### src/design/obpr_pkg.sv
// Shared types and constants of the breadcrumb path recorder.
// Used by obpr_pose_mem, obpr_dist_unit and the top level; depends on nothing.
package obpr_pkg;

  localparam int unsigned PATH_DEPTH_DEF = 1024;

  localparam int unsigned POS_W   = 32;
  localparam int unsigned YAW_W   = 16;
  localparam int unsigned THR_W   = 16;
  localparam int unsigned MAG_W   = 21;   // capped difference magnitude, up to 2^20
  localparam int unsigned SQ_W    = 42;   // one squared magnitude
  localparam int unsigned DSQ_W   = 42;   // sum of three squares, below 2^42
  localparam int unsigned LEN_W   = 11;
  localparam int unsigned CFG_AW  = 3;

  localparam logic [MAG_W-1:0] DIFF_CAP = MAG_W'(1 << 20);

  // Input kinds
  localparam logic [1:0] KIND_ODOM  = 2'd0;
  localparam logic [1:0] KIND_CLEAR = 2'd1;
  localparam logic [1:0] KIND_START = 2'd2;

  // Modes
  localparam logic [1:0] MODE_IDLE   = 2'd0;
  localparam logic [1:0] MODE_RECORD = 2'd1;
  localparam logic [1:0] MODE_CLEAR  = 2'd2;

  // Register indexes
  localparam logic [CFG_AW-1:0] REG_MODE     = 3'd0;
  localparam logic [CFG_AW-1:0] REG_REC_DIST = 3'd1;
  localparam logic [CFG_AW-1:0] REG_REC_ANG  = 3'd2;
  localparam logic [CFG_AW-1:0] REG_CLR_DIST = 3'd3;
  localparam logic [CFG_AW-1:0] REG_CLR_ANG  = 3'd4;

  // Register reset values
  localparam logic [1:0]       MODE_RST     = MODE_RECORD;
  localparam logic [THR_W-1:0] REC_DIST_RST = 16'd50;
  localparam logic [THR_W-1:0] REC_ANG_RST  = 16'd1043;
  localparam logic [THR_W-1:0] CLR_DIST_RST = 16'd500;
  localparam logic [THR_W-1:0] CLR_ANG_RST  = 16'd1043;

  typedef struct packed {
    logic [YAW_W-1:0]        yaw;
    logic signed [POS_W-1:0] z;
    logic signed [POS_W-1:0] y;
    logic signed [POS_W-1:0] x;
  } pose_t;

  localparam int unsigned POSE_W = $bits(pose_t);

  typedef struct packed {
    logic  start;
    pose_t top;
    pose_t cur;
  } dist_req_t;

  typedef struct packed {
    logic             done;
    logic [DSQ_W-1:0] dsq;
    logic [YAW_W-1:0] yawd;
  } dist_res_t;

endpackage

### src/design/obpr_dist_unit.sv
// Three-stage distance unit: capped coordinate differences and yaw difference,
// then squares, then their sum. Depends on obpr_pkg.
module obpr_dist_unit
  import obpr_pkg::*;
(
  input  logic      clk_i,
  input  logic      rst_ni,
  input  dist_req_t req_i,
  output dist_res_t res_o
);

  function automatic logic [MAG_W-1:0] cap_mag(input logic signed [POS_W-1:0] a,
                                              input logic signed [POS_W-1:0] b);
    logic signed [POS_W:0] d;
    logic [POS_W:0]        m;
    d = {a[POS_W-1], a} - {b[POS_W-1], b};
    m = d[POS_W] ? (POS_W+1)'(-d) : (POS_W+1)'(d);
    return (m > (POS_W+1)'(DIFF_CAP)) ? DIFF_CAP : m[MAG_W-1:0];
  endfunction

  logic [2:0]       vld_q;
  logic [MAG_W-1:0] mx_q, my_q, mz_q;
  logic [YAW_W-1:0] yawd1_q, yawd2_q, yawd3_q;
  logic [SQ_W-1:0]  sx_q, sy_q, sz_q;
  logic [DSQ_W-1:0] dsq_q;
  logic [YAW_W-1:0] yraw;

  // wrapped yaw difference, then its magnitude
  assign yraw = req_i.cur.yaw - req_i.top.yaw;

  always_ff @(posedge clk_i or negedge rst_ni) begin
    if (!rst_ni) begin
      vld_q <= '0;
    end else begin
      vld_q <= {vld_q[1:0], req_i.start};
    end
  end

  always_ff @(posedge clk_i) begin
    mx_q    <= cap_mag(req_i.top.x, req_i.cur.x);
    my_q    <= cap_mag(req_i.top.y, req_i.cur.y);
    mz_q    <= cap_mag(req_i.top.z, req_i.cur.z);
    yawd1_q <= yraw[YAW_W-1] ? YAW_W'(~yraw + 1'b1) : yraw;
    sx_q    <= mx_q * mx_q;
    sy_q    <= my_q * my_q;
    sz_q    <= mz_q * mz_q;
    yawd2_q <= yawd1_q;
    dsq_q   <= sx_q + sy_q + sz_q;
    yawd3_q <= yawd2_q;
  end

  assign res_o.done = vld_q[2];
  assign res_o.dsq  = dsq_q;
  assign res_o.yawd = yawd3_q;

endmodule

### config.mk
export PLATFORM = sky130hd
export DESIGN_NAME = obpr_dist_unit
export DESIGN_NICKNAME = d
export VERILOG_FILES = /design/src/design/obpr_pkg.sv /design/src/design/obpr_dist_unit.sv
export SDC_FILE = /design/constraint.sdc
export NUM_CORES = 2
export LEC_CHECK = 0
export BUFFER_PORTS_ARGS = -buffer_cell sky130_fd_sc_hd__clkbuf_2
export CORE_AREA = 2 2 309 311
export CTS_BUF_LIST = sky130_fd_sc_hd__clkbuf_16
export CTS_CLUSTER_SIZE = 25
export DETAILED_ROUTE_END_ITERATION = 12
export DIE_AREA = 0 0 311 313
export PLACE_DENSITY = 0.79
export SLEW_MARGIN = 20
export SYNTH_ARGS = -nofsm -noshare
export SYNTH_HDL_FRONTEND = slang
export SYNTH_SLANG_ARGS = --single-unit
### constraint.sdc
create_clock -name clk_i -period 20.3 [get_ports clk_i]
set_clock_uncertainty 0.2 [all_clocks]
set_input_delay 1.015 -clock clk_i [delete_from_list [all_inputs] [get_ports clk_i]]
set_output_delay 1.015 -clock clk_i [all_outputs]
set_load 0.1 [all_outputs]
==> summary.txt <==
Outcome
  – Outcome: finished, final reports clean

Route
  – Detailed Routing Iterations Pass 1: 6
  – Post-DR vias/cell: around 5.5
  – 1st-iter DRT viols: around 2600
  – Detailed-route DRC error count: 0
  – DR vias: 42882
  – ANT nets after route: 0
  – Routed WL: between 100 and 150 mm
  – Routed len/inst: between 15 and 20 µm

Placed design
  – Hpwl dp: between 100 and 150 mm
  – Final Wtd Congestion: about 0.94
  – IO Port Bufs: 285

STA
  – Fmax: ~120 MHz
  – Final setup vio count: 0
  – Worst-margin pin slew: between 1000 and 1500 ps
  – Max Slew Vio Count: 0
  – Unrepaired setup endpoints after global routing: false
  – Setup TNS: 0 ps
  – Max_slew headroom: 31.4%
  – Fin crit share: around 40%
  – Crit path time final: around 8400 ps
  – Final hold violation count: 0

Floorplan
  – Die H: 313 µm
  – Io pins: roughly 290
  – Core area: ~94000 µm²
  – Die width: slightly above 300 µm
  – Initial Util: 59.4%
  – Die footprint: 97300 µm²
  – # rows: between 100 and 150

Worst setup path
  – Crit end category: flip-flop
  – Critical path class: reg -> reg
  – Reg2Reg Depth: 26
  – RR Startpoint: mz_q[8]$_SDFF_PN0_
  – R2R Path End: sz_q[41]$_DFF_P_
  – Worst Path Arrival: approximately 8600 ps
  – Kind of start point of the critical path: flip-flop
  – Critical Path RT: 20570 ps
  – R2R setup slack: ~12000 ps
  – Top fanout value on the critical path: 21

Clocking
  – Clock-pin slew on the worst setup and hold paths: around 60 ps
  – Clock tree root driver cell: clkbuf_16
  – CTS Hold Bufs: 0
  – CTS tree: built
  – # clock sinks: 279
  – Clock latency on the worst-skew pair: roughly 580 ps
  – CTS H-Tree Depth: 2
  – Post-CTS Setup Bufs: 0
  – CTS Buf Count: 34
  – # resized after CTS: 0
  – Deepest clock path buffer count: 3

Global route
  – Largest net degree at the start of global routing: 31
  – Total gr overflow: 0
  – Total Routing Usage GR: a little over a quarter
  – Number of global-route vias before repair: 45218
  – Initial antenna violation count: 2
  – First-pass GRT wire length: ~220 mm

Logic synthesis
  – Most area-consuming cells after synthesis: fa_1, ha_1, dfxtp_1
  – Distinct cell type count after synthesis: between 100 and 150
  – Mapped cell area: approximately 56000 µm²
  – Predominant post-synthesis flop cell: dfxtp_1
  – Area leader, netlist: fa_1
  – Syn Inst Count: between 6000 and 7000
  – Flops & latches, synth: 279
  – Post-synthesis async set-or-reset flop share: roughly 1.1%
  – Share of the synthesized area in the top cell type: between 30% and 40%
  – Syn avg cell area: about 8.9 µm²
  – Seq/Total Area, Yosys: 10.0%
  – EDFF count, synth: 0
  – Synth warn: 0

Final layout
  – Nets@finish: approximately 8300
  – Layout Area Growth over Synthesis: 6.53%
  – Util after Layout: a little over three fifths
  – Fraction of layout cells with a size suffix above 1: under 10%

Power and ir drop
  – Worst vdd ir: about 0.053 mV
  – Leak pwr: about 0.033 µW
  – PD cells: between 30 and 40 nW/µm²

Worst hold path
  – Hold crit path type: in -> async

Run
  – MaxCap Viol Count: 0
## registers in the layout, summed over array words and instances (netlist names)
register / cells
sz_q: 41
yawd3_q: 16
dsq_q: 42
sx_q: 41
yawd2_q: 16
vld_q: 3
mx_q: 21
my_q: 21
yawd1_q: 16
mz_q: 21
sy_q: 41
## Yosys cell counts, types with 30 or more instances
cell	n
nand3_1	77
nor3_1	72
nand4_1	33
xnor2_1	211
and2_1	252
nand2_1	563
a31oi_1	30
nor2b_1	54
and3_1	45
o21ai_0	136
ha_1	618
inv_1	1398
o21a_1	33
nor2_1	321
o21bai_1	30
xor2_1	140
fa_1	975
a21oi_1	271
nand2b_1	52
o211ai_1	30
dfxtp_1	276
clkbuf_1	157
a21o_1	115
a211oi_1	33
## kinds of logic (layout without fill, tap and decap cells)
| family | after synthesis | in the layout | synth area share [%] |
|---|---|---|---|
| AND/OR/NAND/NOR | 1621 | 1621 | 14.3 |
| adder cells (fa/ha/maj) | 1593 | 1593 | 48.7 |
| buffers and inverters | 1570 | 1763 | 10.6 |
| AO/OA/AOI/OAI | 872 | 872 | 10.4 |
| XOR/XNOR | 354 | 354 | 5.58 |
| flip-flops | 279 | 279 | 10.0 |
| multiplexers | 19 | 19 | 0.358 |
| other | 1 | 4 | 0.00670 |
## layer usage
metal  part of all wire (%)  global-route usage, %  wire length (µm)  vias to the layer above
li1                       -                      -                 -                    20189
met1                     41                   35.7             53400                    21060
met2                     49                   47.1             63500                     1358
met3                    6.2                   3.23              7980                      273
met4                    3.0                   8.06              3900                        2
met5                 0.0093                      0                12                        -
## metrics by stage
stage	worst slack (ps)	instances	hold WS, ps	area [µm²]	power [µW]
6_report	11940	7770	32.5	59600	1860
5_1_grt	11560	7769	21.0	59600	1960
4_1_cts	12010	7769	8.36	59600	1870
3_5_place_dp	12030	7708	112	58400	1230
3_3_place_gp	12230	7708	110	58400	1210
2_1_floorplan	12810	6311	110	56000	1100
## worst max-delay path: stages (launching register included)
cell and delay, ps:
dfxtp_1 920, and2_1 290, inv_1 80, fa_1 530
inv_1 50, fa_1 490, inv_1 50, fa_1 480
inv_1 50, fa_1 500, inv_1 60, fa_1 520
inv_1 50, fa_1 400, fa_1 480, ha_1 340
a21o_1 210, a2111oi_0 510, nor3_1 170, o21a_1 290
a31oi_1 220, a211oi_1 140, and3_1 210, or4_1 500
a31o_2 250, a21oi_1 180, xnor2_1 130
## power by group
part / total [µW] / leakage (µW) / switching, µW / internal, µW
Sequential: 599 / 0.00228 / 10.9 / 588
Combinational: 622 / 0.0302 / 413 / 210
Clock: 643 / 0.000580 / 264 / 379
## cell usage in the layout, fill, tap and decap left out, drive strengths merged, types with 9 or more instances in the layout
cell and count:
a21oi 276, and2 253, clkbuf 321, nand2b 52
xnor2 212, o2111ai 10, o31ai 19, xor2 142
buf 19, or3 32, dfxtp 276, nor2b 54
and3 46, nand4 35, nor4 27, a211o 17
a211oi 35, or2 27, fa 975, mux2i 11
inv 1408, nand2 564, a21o 115, nor3 74
or4 9, a31o 11, o21bai 30, o41ai 9
ha 618, nand3 78, nor2 321, a2111oi 14
and4 9, a31oi 31, a311oi 9, o21ai 145
o21a 33, o211ai 31
## layout make-up
cell class | count | area (µm²)
repair buffers | 304 | 1570
clock buffers | 36 | 901
flip-flops and latches | 279 | 5600
fillers | 7861 | 34600
clock inverters | 25 | 277
diodes | 1 | 2.50
multi-input cells | 4462 | 44400
inverters | 1398 | 5250
well taps | 1265 | 1580
## how the worst max path moves through the flow
stage	startpoint	end	depth (start not counted)	slack, ps
floorplan	mz_q[4]$_SDFF_PN0_	sz_q[41]$_DFF_P_	29	12810
global placement	mz_q[5]$_SDFF_PN0_	sz_q[41]$_DFF_P_	26	12230
detailed placement	mz_q[8]$_SDFF_PN0_	sz_q[41]$_DFF_P_	26	12030
CTS	mz_q[8]$_SDFF_PN0_	sz_q[41]$_DFF_P_	26	12010
global route	mx_q[5]$_SDFF_PN0_	sx_q[38]$_DFF_P_	29	11560
finish	mz_q[8]$_SDFF_PN0_	sz_q[41]$_DFF_P_	26	11940
(Power assumes the default switching activity.)
